==> src/rtl/bitmap_slot_allocator_top_macros.svh <==
// Assertion macros shared by the slot allocator modules.
`ifndef BITMAP_SLOT_ALLOCATOR_TOP_MACROS_SVH
`define BITMAP_SLOT_ALLOCATOR_TOP_MACROS_SVH

// Same-cycle implication.
`define BSA_ASSERT_IMP(label, clk, rst, ante, cons, msg) \
   label: assert property (@(posedge clk) disable iff (rst) (ante) |-> (cons)) \
      else $error(msg);

// Next-cycle implication.
`define BSA_ASSERT_NXT(label, clk, rst, ante, cons, msg) \
   label: assert property (@(posedge clk) disable iff (rst) (ante) |=> (cons)) \
      else $error(msg);

`endif

==> src/rtl/bsa_pkg.sv <==
package bsa_pkg;

   localparam int SLOTS_DEFAULT = 64;

   // map row width; the map is stored as rows of this many bits
   localparam int ROW_BITS = 16;
   localparam int ROW_SH   = $clog2(ROW_BITS);

   localparam int OP_W     = 2;
   localparam int IDX_W    = 7;
   localparam int STATUS_W = 2;
   localparam int GRANT_W  = 6;
   localparam int TOTAL_W  = 7;

   localparam logic [OP_W-1:0] OP_ALLOC   = 2'd0;
   localparam logic [OP_W-1:0] OP_FREE    = 2'd1;
   localparam logic [OP_W-1:0] OP_RELEASE = 2'd2;

   localparam logic [STATUS_W-1:0] ST_OK     = 2'd0;
   localparam logic [STATUS_W-1:0] ST_FULL   = 2'd1;
   localparam logic [STATUS_W-1:0] ST_REJECT = 2'd2;

   typedef struct packed {
      logic accept;    // latch request, read its first row
      logic next_row;  // allocate scan: read the following row
      logic commit;    // update state and load the result register
   } bsa_cmd_type;

   typedef struct packed {
      logic is_alloc;
      logic found;     // current row has a free in-range slot
      logic last_row;
      logic out_free;  // result register can take a new result
   } bsa_sts_type;

endpackage

==> src/rtl/bsa_ctrl.sv <==
`include "bitmap_slot_allocator_top_macros.svh"
module bsa_ctrl (
   input  logic                 clock,
   input  logic                 reset,
   input  logic                 req_valid,
   output logic                 req_ready,
   input  bsa_pkg::bsa_sts_type sts,
   output bsa_pkg::bsa_cmd_type cmd
);

   typedef enum logic [1:0] {
      S_IDLE  = 2'b01,
      S_CHECK = 2'b10
   } state_type;

   state_type state_ff;
   state_type state_in;

   always_comb begin
      state_in     = state_ff;
      cmd          = '0;
      req_ready    = 1'b0;
      case (state_ff)
         S_IDLE: begin
            req_ready = 1'b1;
            if (req_valid) begin
               cmd.accept = 1'b1;
               state_in   = S_CHECK;
            end
         end
         S_CHECK: begin
            if (sts.is_alloc && !sts.found && !sts.last_row) begin
               cmd.next_row = 1'b1;
            end else if (sts.out_free) begin
               cmd.commit = 1'b1;
               state_in   = S_IDLE;
            end
         end
         default: begin
            state_in = S_IDLE;
         end
      endcase
   end

   always_ff @(posedge clock) begin
      if (reset) begin
         state_ff <= S_IDLE;
      end else begin
         state_ff <= state_in;
      end
   end

   `BSA_ASSERT_IMP(a_commit_room, clock, reset, cmd.commit, sts.out_free, "commit without room")
   `BSA_ASSERT_IMP(a_scan_bound, clock, reset, cmd.next_row, !sts.last_row, "scan past last row")
   `BSA_ASSERT_NXT(a_accept_busy, clock, reset, cmd.accept, !req_ready, "accepted twice in a row")

endmodule

==> src/rtl/bsa_datapath.sv <==
`include "bitmap_slot_allocator_top_macros.svh"
module bsa_datapath #(
   parameter int SLOTS = bsa_pkg::SLOTS_DEFAULT
) (
   input  logic                           clock,
   input  logic                           reset,
   input  logic [bsa_pkg::OP_W-1:0]       req_op,
   input  logic [bsa_pkg::IDX_W-1:0]      req_slot_index,
   input  logic                           rsp_ready,
   output logic                           rsp_valid,
   output logic [bsa_pkg::STATUS_W-1:0]   rsp_status,
   output logic [bsa_pkg::GRANT_W-1:0]    rsp_granted_slot,
   output logic [bsa_pkg::TOTAL_W-1:0]    rsp_used_total,
   input  bsa_pkg::bsa_cmd_type           cmd,
   output bsa_pkg::bsa_sts_type           sts
);

   localparam int RB     = bsa_pkg::ROW_BITS;
   localparam int RS     = bsa_pkg::ROW_SH;
   localparam int ROWS   = (SLOTS + RB - 1) / RB;
   localparam int ROW_AW = (ROWS > 1) ? $clog2(ROWS) : 1;
   localparam int IDXW   = (ROW_AW + RS > bsa_pkg::IDX_W) ? ROW_AW + RS : bsa_pkg::IDX_W;

   logic [RB-1:0] mem [ROWS];
   logic [ROWS-1:0] row_valid_ff;
   logic [RB-1:0] rd_data_ff;
   logic          rd_valid_ff;

   logic [bsa_pkg::OP_W-1:0]  op_ff;
   logic [bsa_pkg::IDX_W-1:0] idx_ff;
   logic [ROW_AW-1:0]         row_ff;
   logic [ROW_AW-1:0]         row_in;
   logic                      active_ff;
   logic [bsa_pkg::TOTAL_W-1:0] count_ff;

   logic                           rsp_valid_ff;
   logic [bsa_pkg::STATUS_W-1:0]   rsp_status_ff;
   logic [bsa_pkg::GRANT_W-1:0]    rsp_granted_ff;
   logic [bsa_pkg::TOTAL_W-1:0]    rsp_total_ff;

   logic [IDXW-1:0]   req_wide;
   logic [IDXW-1:0]   idx_wide;
   logic              rd_en;
   logic [RB-1:0]     eff;
   logic [RB-1:0]     in_lim;
   logic [RB-1:0]     avail;
   logic [RS-1:0]     free_bit;
   logic [RS-1:0]     idx_bit;
   logic [ROW_AW+RS-1:0] slot_num;
   logic              idx_in_range;
   logic              free_ok;
   logic              wr_en;
   logic [RB-1:0]     wr_data;
   logic              clear_all;
   logic              active_in;
   logic [bsa_pkg::TOTAL_W-1:0]  count_in;
   logic [bsa_pkg::STATUS_W-1:0] status_in;
   logic [bsa_pkg::GRANT_W-1:0]  granted_in;
   logic [bsa_pkg::TOTAL_W-1:0]  total_in;

   assign req_wide = IDXW'(req_slot_index);
   assign idx_wide = IDXW'(idx_ff);
   assign idx_bit  = idx_ff[RS-1:0];
   assign rd_en    = cmd.accept | cmd.next_row;

   always_comb begin
      if (cmd.accept) begin
         row_in = (req_op == bsa_pkg::OP_FREE) ? req_wide[ROW_AW+RS-1:RS] : '0;
      end else begin
         row_in = row_ff + ROW_AW'(1);
      end
   end

   // unwritten rows read as all free
   assign eff = rd_valid_ff ? rd_data_ff : '0;

   always_comb begin
      for (int b = 0; b < RB; b++) begin
         in_lim[b] = (32'({row_ff, RS'(b)}) < 32'(SLOTS));
      end
   end

   assign avail = ~eff & in_lim;

   always_comb begin
      free_bit = '0;
      for (int b = RB - 1; b >= 0; b--) begin
         if (avail[b]) begin
            free_bit = RS'(b);
         end
      end
   end

   assign slot_num     = {row_ff, free_bit};
   assign idx_in_range = (32'(idx_wide) < 32'(SLOTS));
   assign free_ok      = active_ff && idx_in_range && eff[idx_bit];

   assign sts.is_alloc = (op_ff == bsa_pkg::OP_ALLOC);
   assign sts.found    = |avail;
   assign sts.last_row = (row_ff == ROW_AW'(ROWS - 1));
   assign sts.out_free = !rsp_valid_ff || rsp_ready;

   always_comb begin
      wr_en      = 1'b0;
      wr_data    = eff;
      clear_all  = 1'b0;
      active_in  = active_ff;
      count_in   = count_ff;
      status_in  = bsa_pkg::ST_REJECT;
      granted_in = '0;
      total_in   = count_ff;
      case (op_ff)
         bsa_pkg::OP_ALLOC: begin
            active_in = 1'b1;
            if (|avail) begin
               wr_en      = 1'b1;
               wr_data    = eff | (RB'(1) << free_bit);
               count_in   = count_ff + bsa_pkg::TOTAL_W'(1);
               status_in  = bsa_pkg::ST_OK;
               granted_in = bsa_pkg::GRANT_W'(slot_num);
               total_in   = count_ff + bsa_pkg::TOTAL_W'(1);
            end else begin
               status_in = bsa_pkg::ST_FULL;
            end
         end
         bsa_pkg::OP_FREE: begin
            if (free_ok) begin
               wr_en     = 1'b1;
               wr_data   = eff & ~(RB'(1) << idx_bit);
               count_in  = count_ff - bsa_pkg::TOTAL_W'(1);
               status_in = bsa_pkg::ST_OK;
               total_in  = count_ff - bsa_pkg::TOTAL_W'(1);
            end
         end
         bsa_pkg::OP_RELEASE: begin
            // count always equals the used bits modulo 128
            clear_all = 1'b1;
            active_in = 1'b0;
            count_in  = '0;
            status_in = bsa_pkg::ST_OK;
         end
         default: begin
         end
      endcase
   end

   always_ff @(posedge clock) begin
      if (rd_en) begin
         rd_data_ff <= mem[row_in];
      end
      if (cmd.commit && wr_en) begin
         mem[row_ff] <= wr_data;
      end
   end

   always_ff @(posedge clock) begin
      if (cmd.accept) begin
         op_ff  <= req_op;
         idx_ff <= req_slot_index;
      end
      if (rd_en) begin
         row_ff <= row_in;
      end
      if (cmd.commit) begin
         rsp_status_ff  <= status_in;
         rsp_granted_ff <= granted_in;
         rsp_total_ff   <= total_in;
      end
   end

   always_ff @(posedge clock) begin
      if (reset) begin
         row_valid_ff <= '0;
         rd_valid_ff  <= 1'b0;
         active_ff    <= 1'b0;
         count_ff     <= '0;
         rsp_valid_ff <= 1'b0;
      end else begin
         if (rd_en) begin
            rd_valid_ff <= row_valid_ff[row_in];
         end
         if (cmd.commit) begin
            active_ff <= active_in;
            count_ff  <= count_in;
            if (clear_all) begin
               row_valid_ff <= '0;
            end else if (wr_en) begin
               row_valid_ff[row_ff] <= 1'b1;
            end
         end
         if (cmd.commit) begin
            rsp_valid_ff <= 1'b1;
         end else if (rsp_ready) begin
            rsp_valid_ff <= 1'b0;
         end
      end
   end

   assign rsp_valid        = rsp_valid_ff;
   assign rsp_status       = rsp_status_ff;
   assign rsp_granted_slot = rsp_granted_ff;
   assign rsp_used_total   = rsp_total_ff;

   `BSA_ASSERT_NXT(a_release_clear, clock, reset, cmd.commit && op_ff == bsa_pkg::OP_RELEASE, count_ff == '0 && !active_ff && row_valid_ff == '0, "release left state")
   `BSA_ASSERT_NXT(a_alloc_active, clock, reset, cmd.commit && sts.is_alloc, active_ff, "allocate left inactive")
   `BSA_ASSERT_NXT(a_result_shown, clock, reset, cmd.commit, rsp_valid_ff, "result not presented")

endmodule

==> src/rtl/bitmap_slot_allocator_top.sv <==
// First-fit swap slot allocator.
// Request channel (req_valid/req_ready): req_op selects allocate, free or
// release all; req_slot_index names the slot to free.
// Result channel (rsp_valid/rsp_ready): one result per request with
// rsp_status, rsp_granted_slot and rsp_used_total.
// The used map is kept in rows of 16 bits in a small memory with a
// registered read port; each request reads one row per cycle.
// Free, release and the unused opcode load their result once the row read
// at the transfer is registered and the result register has room. Allocate
// first scans rows until a free slot is found or the last row is read.
// A new request is taken in the cycle after the result is loaded, so one
// request is in flight at a time.
// The result sits in an output register; while the receiver stalls the block
// still takes the next request and holds its result until the register
// drains.
// Reset is synchronous; per-row valid flags clear the whole map at once, so
// requests are taken from the first cycle after reset.
module bitmap_slot_allocator_top #(
   parameter int SLOTS = bsa_pkg::SLOTS_DEFAULT
) (
   input  logic                           clock,
   input  logic                           reset,
   input  logic                           req_valid,
   output logic                           req_ready,
   input  logic [bsa_pkg::OP_W-1:0]       req_op,
   input  logic [bsa_pkg::IDX_W-1:0]      req_slot_index,
   output logic                           rsp_valid,
   input  logic                           rsp_ready,
   output logic [bsa_pkg::STATUS_W-1:0]   rsp_status,
   output logic [bsa_pkg::GRANT_W-1:0]    rsp_granted_slot,
   output logic [bsa_pkg::TOTAL_W-1:0]    rsp_used_total
);

   bsa_pkg::bsa_cmd_type cmd;
   bsa_pkg::bsa_sts_type sts;

   bsa_ctrl u_ctrl (
      .clock     (clock),
      .reset     (reset),
      .req_valid (req_valid),
      .req_ready (req_ready),
      .sts       (sts),
      .cmd       (cmd)
   );

   bsa_datapath #(
      .SLOTS (SLOTS)
   ) u_datapath (
      .clock            (clock),
      .reset            (reset),
      .req_op           (req_op),
      .req_slot_index   (req_slot_index),
      .rsp_ready        (rsp_ready),
      .rsp_valid        (rsp_valid),
      .rsp_status       (rsp_status),
      .rsp_granted_slot (rsp_granted_slot),
      .rsp_used_total   (rsp_used_total),
      .cmd              (cmd),
      .sts              (sts)
   );

endmodule
==> config.mk <==
export PLATFORM = sky130hd
export DESIGN_NAME = bitmap_slot_allocator_top
export DESIGN_NICKNAME = d
export VERILOG_FILES = /design/src/rtl/bsa_pkg.sv /design/src/rtl/bsa_ctrl.sv /design/src/rtl/bsa_datapath.sv /design/src/rtl/bitmap_slot_allocator_top.sv
export VERILOG_INCLUDE_DIRS = /design/src /design/src/rtl
export SDC_FILE = /design/constraint.sdc
export NUM_CORES = 1
export LEC_CHECK = 0
export BUFFER_PORTS_ARGS = -buffer_cell sky130_fd_sc_hd__buf_2
export CAP_MARGIN = 20
export CORE_MARGIN = 1.5
export CORE_UTILIZATION = 30
export CTS_BUF_LIST = sky130_fd_sc_hd__clkbuf_8
export CTS_CLUSTER_DIAMETER = 100
export CTS_CLUSTER_SIZE = 25
export DETAILED_ROUTE_END_ITERATION = 12
export GPL_TIMING_DRIVEN = 1
export PLACE_DENSITY = 0.47
export SKIP_LAST_GASP = 1
export SLEW_MARGIN = 20
export SYNTH_ARGS = -nofsm -noshare
export SYNTH_HDL_FRONTEND = slang
export SYNTH_SLANG_ARGS = --single-unit
==> constraint.sdc <==
create_clock -name clock -period 4.95 [get_ports clock]
set_input_delay 0.495 -clock clock [delete_from_list [all_inputs] [get_ports clock]]
set_output_delay 0.495 -clock clock [all_outputs]
set_load 0.005 [all_outputs]
# Yosys cells after proc, flatten, opt, wreduce, memory -nomap -nowiden

Memory sizes are Yosys's and may differ from the RTL's. A register that Yosys moved wholly into a read port is not among the register bits.
Index checks and enable logic that the tools add are counted.

Register bits: 42
RAM bits: 64
Bits of input ports: 13
Memories: 1

Memories:

| memory         | words | width | read ports | clocked after memory_dff | wr ports | line               | RTL |
|---|---|---|---|---|---|---|---|
| u_datapath.mem | 4     | 16    | 1          | 1                        | 1        | bsa_datapath.sv:24 | `logic [RB-1:0] mem [ROWS];` |

$add $sub $neg: 3
Magnitude comparators: 5
Eq/ne operators: 9
Shift-type cells: 2
Muxes and demuxes: 57
Bitwise operators: 6
Reductions and logical operators: 21

Operator list:

| operator                                                                      | number |
|---|---|
| 4-bit 2-to-1 mux                                                              | 18 |
| 16-bit 2-to-1 mux                                                             | 3 |
| 16-bit inverter                                                               | 2 |
| 16-bit one-hot mux with 2 select lines                                        | 1 |
| 1-bit by 4-bit << shifter with 16-bit output (first input constant)           | 2 |
| 7-bit one-hot mux with 3 select lines                                         | 1 |
| 1-bit 2-to-1 mux                                                              | 17 |
| 16-bit bitwise AND                                                            | 1 |
| 16-bit bitwise OR                                                             | 1 |
| 16-bit OR reduction                                                           | 1 |
| 2-bit 2-to-1 mux                                                              | 7 |
| 7-bit 2-to-1 mux                                                              | 2 |
| 7-bit one-hot mux with 2 select lines                                         | 1 |
| 2-bit AND reduction                                                           | 4 |
| 7-bit by 1-bit adder with 7-bit output (second input constant)                | 1 |
| 7-bit less-than comparator (second input constant)                            | 1 |
| 7-bit by 1-bit subtractor with 7-bit output (second input constant)           | 1 |
| 2-bit by 1-bit == test with 1-bit output (second input constant)              | 3 |
| 2-bit == test (second input constant)                                         | 3 |
| 1-bit logical AND                                                             | 6 |
| 2-bit by 3-bit less-than comparator with 1-bit output (second input constant) | 2 |
| 2-bit != test (second input constant)                                         | 3 |
| 2-bit one-hot mux with 3 select lines                                         | 1 |
| 2-bit nonzero test                                                            | 3 |
| 15 further kinds                                                              | 18 |

# Logic depth before layout (Yosys ltp)

Word-level depth: 22
Gate-level depth with buffers: 10

# Modules after synthesis

A second synthesis with hierarchy kept.

Cell total of the unflattened synthesis: 554
Area total of the unflattened synthesis: 6,132.1 um^2

By module, submodules not included:

| module       | times used | cells each | area each (um^2) | sequential area each (um^2) |
|---|---|---|---|---|
| bsa_datapath | 1          | 542        | 5,975.7          | 3,403.3 |
| bsa_ctrl     | 1          | 12         | 156.4            | 40.0 |

# Least setup slack after synthesis

No wires, ideal clock.

Path type: register -> register
From: reg u_datapath.rd_valid_ff
To: reg u_datapath.rd_valid_ff
Setup time: 128 ps
Data arrival time: 3,050 ps
Data required time: 4,822 ps
Slack: 1,772 ps
Stages on the path, launching flop included: 8
Buffers on the path: 1
Clock period less this slack: 3,178 ps
Path through: dfxtp_1 > buf_4 > nand2_1 > nor4_2 > nand3_1 > o31ai_1 > mux2i_1 > nor2_1

Longest elaborated chain between the ends: 9

RTL lines:

| what                           | line                | RTL |
|---|---|---|
| start, declared                | bsa_datapath.sv:27  | `logic rd_valid_ff;` |
| start signal, assigned         | bsa_datapath.sv:180 | `rd_valid_ff <= row_valid_ff[row_in];` |
| 16-bit 2-to-1 mux              | bsa_datapath.sv:75  | `assign eff = rd_valid_ff ? rd_data_ff : '0;` |
| 16-bit inverter                | bsa_datapath.sv:83  | `assign avail = ~eff & in_lim;` |
| 16-bit OR reduction            | bsa_datapath.sv:99  | `assign sts.found = \|avail;` |
| 1-bit logical NOT              | bsa_ctrl.sv:32      | `if (sts.is_alloc && !sts.found && !sts.last_row) begin` |
| 1-bit logical AND (2 in a row) | bsa_ctrl.sv:32      |  |
| 1-bit 2-to-1 mux               | bsa_ctrl.sv:32      |  |
| 2-bit 2-to-1 mux               | bsa_ctrl.sv:23      | `case (state_ff)` |
| 1-bit bitwise OR               | bsa_datapath.sv:64  | `assign rd_en = cmd.accept \| cmd.next_row;` |
| named net u_datapath.rd_en     | bsa_datapath.sv:43  | `logic rd_en;` |

The timed path passes the listed nets, and every way through them passes these cells.
A chain may end at the register's enable or synchronous reset.

# Final worst setup path

From: reg u_datapath.rd_valid_ff
To: mem u_datapath.mem[1][14] (netlist name) (enable)

Longest elaborated chain between the ends: 11

RTL lines:

| what                                                                              | line                | RTL |
|---|---|---|
| 16-bit 2-to-1 mux (*)                                                             | bsa_datapath.sv:75  |  |
| branches (longest 7 deep; another with 1-bit binary-select mux with 4-bit select) | n/a                 |  |
| 1-bit logical AND (*)                                                             | bsa_datapath.sv:151 | `if (cmd.commit && wr_en) begin` |
| 1-bit 2-to-1 mux (*)                                                              | bsa_datapath.sv:151 |  |
| 1-bit 2-to-1 mux (not written as such) (*)                                        | bsa_datapath.sv:152 | `mem[row_ff] <= wr_data;` |
| end, declared                                                                     | bsa_datapath.sv:24  |  |

Every way passes the cells marked *. The select of a mux whose other input is x is not followed.

==> flow_summary_export.csv <==
group,metric,value,unit
run_status,status,"complete, no violations",
sta,slew_violations,0,
floorplan,initial_core_util,30.8,%
sta,holdWs,232,ps
grt,grt-ovfl-total,0,
grt,grt_start_max_net_pins,36,
place,post-dp-hpwl,10200,µm
worst_setup_path,critPathRequiredTime,5030,ps
min_path,hold_path_end,"u_datapath.idx_ff[3]$_DFFE_PP_",
place,place_inst,781,
sta,tns,0,ps
worst_setup_path,slowest_stage,"nor4_2",
finish,n_antenna_cell,0,
finish,stdcell_count,813,
detailed_routing,final_antenna_net_count,0,
cts,holdBufCountCts,0,
detailed_routing,first_iter_violations,349,
synthesis,synth_seq_cells,120,
min_path,hold_class,"input pin to register",
sta,post-route-min-period,3130,ps
worst_setup_path,cpPeakStageDelay,560,ps
worst_setup_path,arrival,3220,ps
cts,cts_buffer_depth,2,
min_path,min_path_cells,1,
synthesis,yosysUniqueCellTypes,64,
cts,cts.sinks,120,
min_path,hp-start,"req_slot_index[3]",
cts,clk_pin_slew_worst_paths,80,ps
synthesis,yosys_warnings,0,
worst_setup_path,setup.worst_path.start_class,"register",
cts,cts_resized,0,
place,place_area,6210,µm²
detailed_routing,firstDrtPassIters,7,
detailed_routing,vias,4213,
finish,fin_util,35.0,%
finish,nets,563,
place,place_congestion,0.891,
sta,finalHoldViolCount,0,
synthesis,ys_seq_area_share,59.2,%
cts,post_cts.repair.setup_buffers,0,
cts,numCtsBuffers,17,
floorplan,die_y,142,µm
power,power_density,339,nW/µm²
power,ir_drop,0.141,mV
synthesis,syn_inst,514,
floorplan,rows,50,
worst_setup_path,worst_setup_path_end_kind,"register",
cts,cts_tree,"done",
worst_setup_path,reg2reg_to,"u_datapath.mem[1][14]$_DFFE_PP_",
synthesis,postSynthAreaPerCell,11.3,µm²
place,port_buffers,29,
floorplan,core,18900,µm²
worst_setup_path,path_delay_family,"simple AND/OR/NAND/NOR gates",
detailed_routing,wl_per_cell,17.6,µm
job,maxCapViolCount,0,
synthesis,synth-edff-count,104,
worst_setup_path,r2r-start,"u_datapath.rd_valid_ff$_SDFFE_PP0P_",
finish,fin_area,6610,µm²
worst_setup_path,path_common_cell,"nand2_1",
grt,grt_pass1_vias,3999,
sta,setup_viol,0,
cts,htree_levels,4,
power,power.leakage,2.35,nW
floorplan,chipWidth,142,µm
cts,insertion_delay,440,ps
floorplan,boundaryPins,30,
finish,syn_to_final_growth,13.6,%
detailed_routing,vias_per_cell,5.18,
worst_setup_path,r2r_slack,1820,ps
synthesis,synthFlopType,"edfxtp_1",
sta,worstMarginPinSlew,1040,ps
finish,nFillCells,1892,
sta,final.period_utilization,63.3,%
finish,drive_gt1_share,15.0,%
worst_setup_path,crit_path_start,"u_datapath.rd_valid_ff$_SDFFE_PP0P_",
worst_setup_path,critPathKind,"register to register",
worst_setup_path,cp_cell_sequence,"buf_4 > nand3_1 > nor4_2 > nand2_1 > nand2_1 > a21oi_1 > and2_1",
synthesis,syn_area,5820,µm²
grt,grt_pass1_wl,22300,µm
worst_setup_path,crit_buf_inv,1,
synthesis,ys_async_sr_fraction,0,%
floorplan,die_area,20200,µm²
grt,grt_util_all_layers,14.6,%
grt,antenna_found_initial,0,
sta,grt_setup_unrepaired,"false",
cts,cts-root-buf,"clkbuf_8",
detailed_routing,drc_errors,0,
worst_setup_path,crit_fanout,17,
worst_setup_path,r2r_cells,7,
sta,fmax,319,MHz
detailed_routing,wl,14300,µm
sta,max-slew-margin-rel,30.2,%
sta,fin_skew,15.6,ps
synthesis,synth_nets,537,
[synth_stat cells (3+ instances only)]
library cell  instances  share of area [%]
nor4_1                4               0.43
a32o_1                3               0.52
buf_6                 3               0.58
nor2b_1               5               0.54
a311oi_1              4               0.60
ha_1                 10                2.2
nand2b_1              7               0.75
a21boi_0              4               0.52
a31o_2                6               0.90
edfxtp_1            104                 54
a211oi_1             20                2.6
dfxtp_1              16                5.5
a32oi_1               4               0.60
nor2_1               37                2.4
nand2_1              65                4.2
and2b_1               3               0.39
a21o_1                6               0.77
o21ai_0               8               0.69
nor3_1                8               0.69
mux2i_1               9                1.5
o31ai_1               5               0.65
a31oi_1              23                2.5
clkbuf_1             18                1.2
nand3_1              16                1.4
a221oi_1              3               0.45
inv_1                21                1.4
nand4_1               3               0.32
and2_1               24                2.6
o221ai_1              3               0.45
a21oi_1              30                2.6
[per-stage QoR]
step / setup slack, ps / power, W
2_1_floorplan: 1770 / 0.00130
3_3_place_gp: 1890 / 0.00137
3_5_place_dp: 1800 / 0.00137
4_1_cts: 1770 / 0.00226
5_1_grt: 1520 / 0.00232
6_report: 1820 / 0.00224
[placed cells by master, fill, tap and decap left out, drive strengths merged, types with 7 or more instances in the layout]
master,count
a211oi,20
a21oi,30
a31oi,23
and2,26
buf,33
clkbuf,17
dfxtp,16
edfxtp,104
ha,10
inv,30
mux2i,9
nand2,65
nand2b,7
nand3,16
nor2,38
nor3,8
o21ai,9
[sequential cells by signal, summed over array words and instances (netlist names)]
register	count
u_ctrl.state_ff	2
u_datapath.count_ff	7
u_datapath.rsp_valid	1
u_datapath.rsp_used_total	7
u_datapath.rsp_status	2
u_datapath.row_ff	2
u_datapath.op_ff	2
u_datapath.mem	64
u_datapath.rd_data_ff	16
u_datapath.rsp_granted_slot	6
u_datapath.active_ff	1
u_datapath.row_valid_ff	4
u_datapath.rd_valid_ff	1
u_datapath.idx_ff	5
[logic make-up after synthesis]
logic type / count (synthesis) / share of synthesized area (%)
DFF: 120 / 59.2
AOI/OAI and AO/OA: 137 / 16.6
buffers and inverters: 48 / 3.66
adders and majority gates: 10 / 2.15
muxes: 10 / 2.00
and+or+nand+nor: 189 / 16.4
[how the worst max path moves through the flow]
stage / end / depth (start not counted)
after floorplan: u_datapath.rd_valid_ff$_SDFFE_PP0P_ / 7
after global placement: u_datapath.mem[0][13]$_DFFE_PP_ / 6
after CTS: u_datapath.mem[0][0]$_DFFE_PP_ / 7
final: u_datapath.mem[1][14]$_DFFE_PP_ / 7
after global routing: u_datapath.mem[2][2]$_DFFE_PP_ / 7
after detailed placement: u_datapath.mem[1][11]$_DFFE_PP_ / 7
[layout make-up]
cell class	count	area (µm²)	share of cell area [%]
Multi-Input combinational cell	346	2190	33.1
Sequential cell	120	3440	52.1
Tap cell	260	325	4.92
Inverter	22	82.6	1.25
Clock buffer	17	234	3.54
Timing Repair Buffer	33	175	2.65
Clock inverter	15	164	2.48
[routing by layer]
metal / global-route usage, % / up-vias / routed length [µm] / part of all wire [%]
li1: - / 2004 / - / -
met1: 19.5 / 2041 / 6820 / 48
met2: 22.7 / 150 / 6550 / 46
met3: 4.24 / 18 / 748 / 5.2
met4: 5.37 / 0 / 195 / 1.4
met5: 0 / - / 0 / 0
[power breakdown]
part / internal, W / switching [W] / total [W]
clock: 0.000458 / 0.000433 / 0.000891
sequential: 0.00112 / 0.0000345 / 0.00116
combinational: 0.0000600 / 0.000130 / 0.000190
total: 0.00164 / 0.000597 / 0.00224
Power figures use the tool's default switching activity.
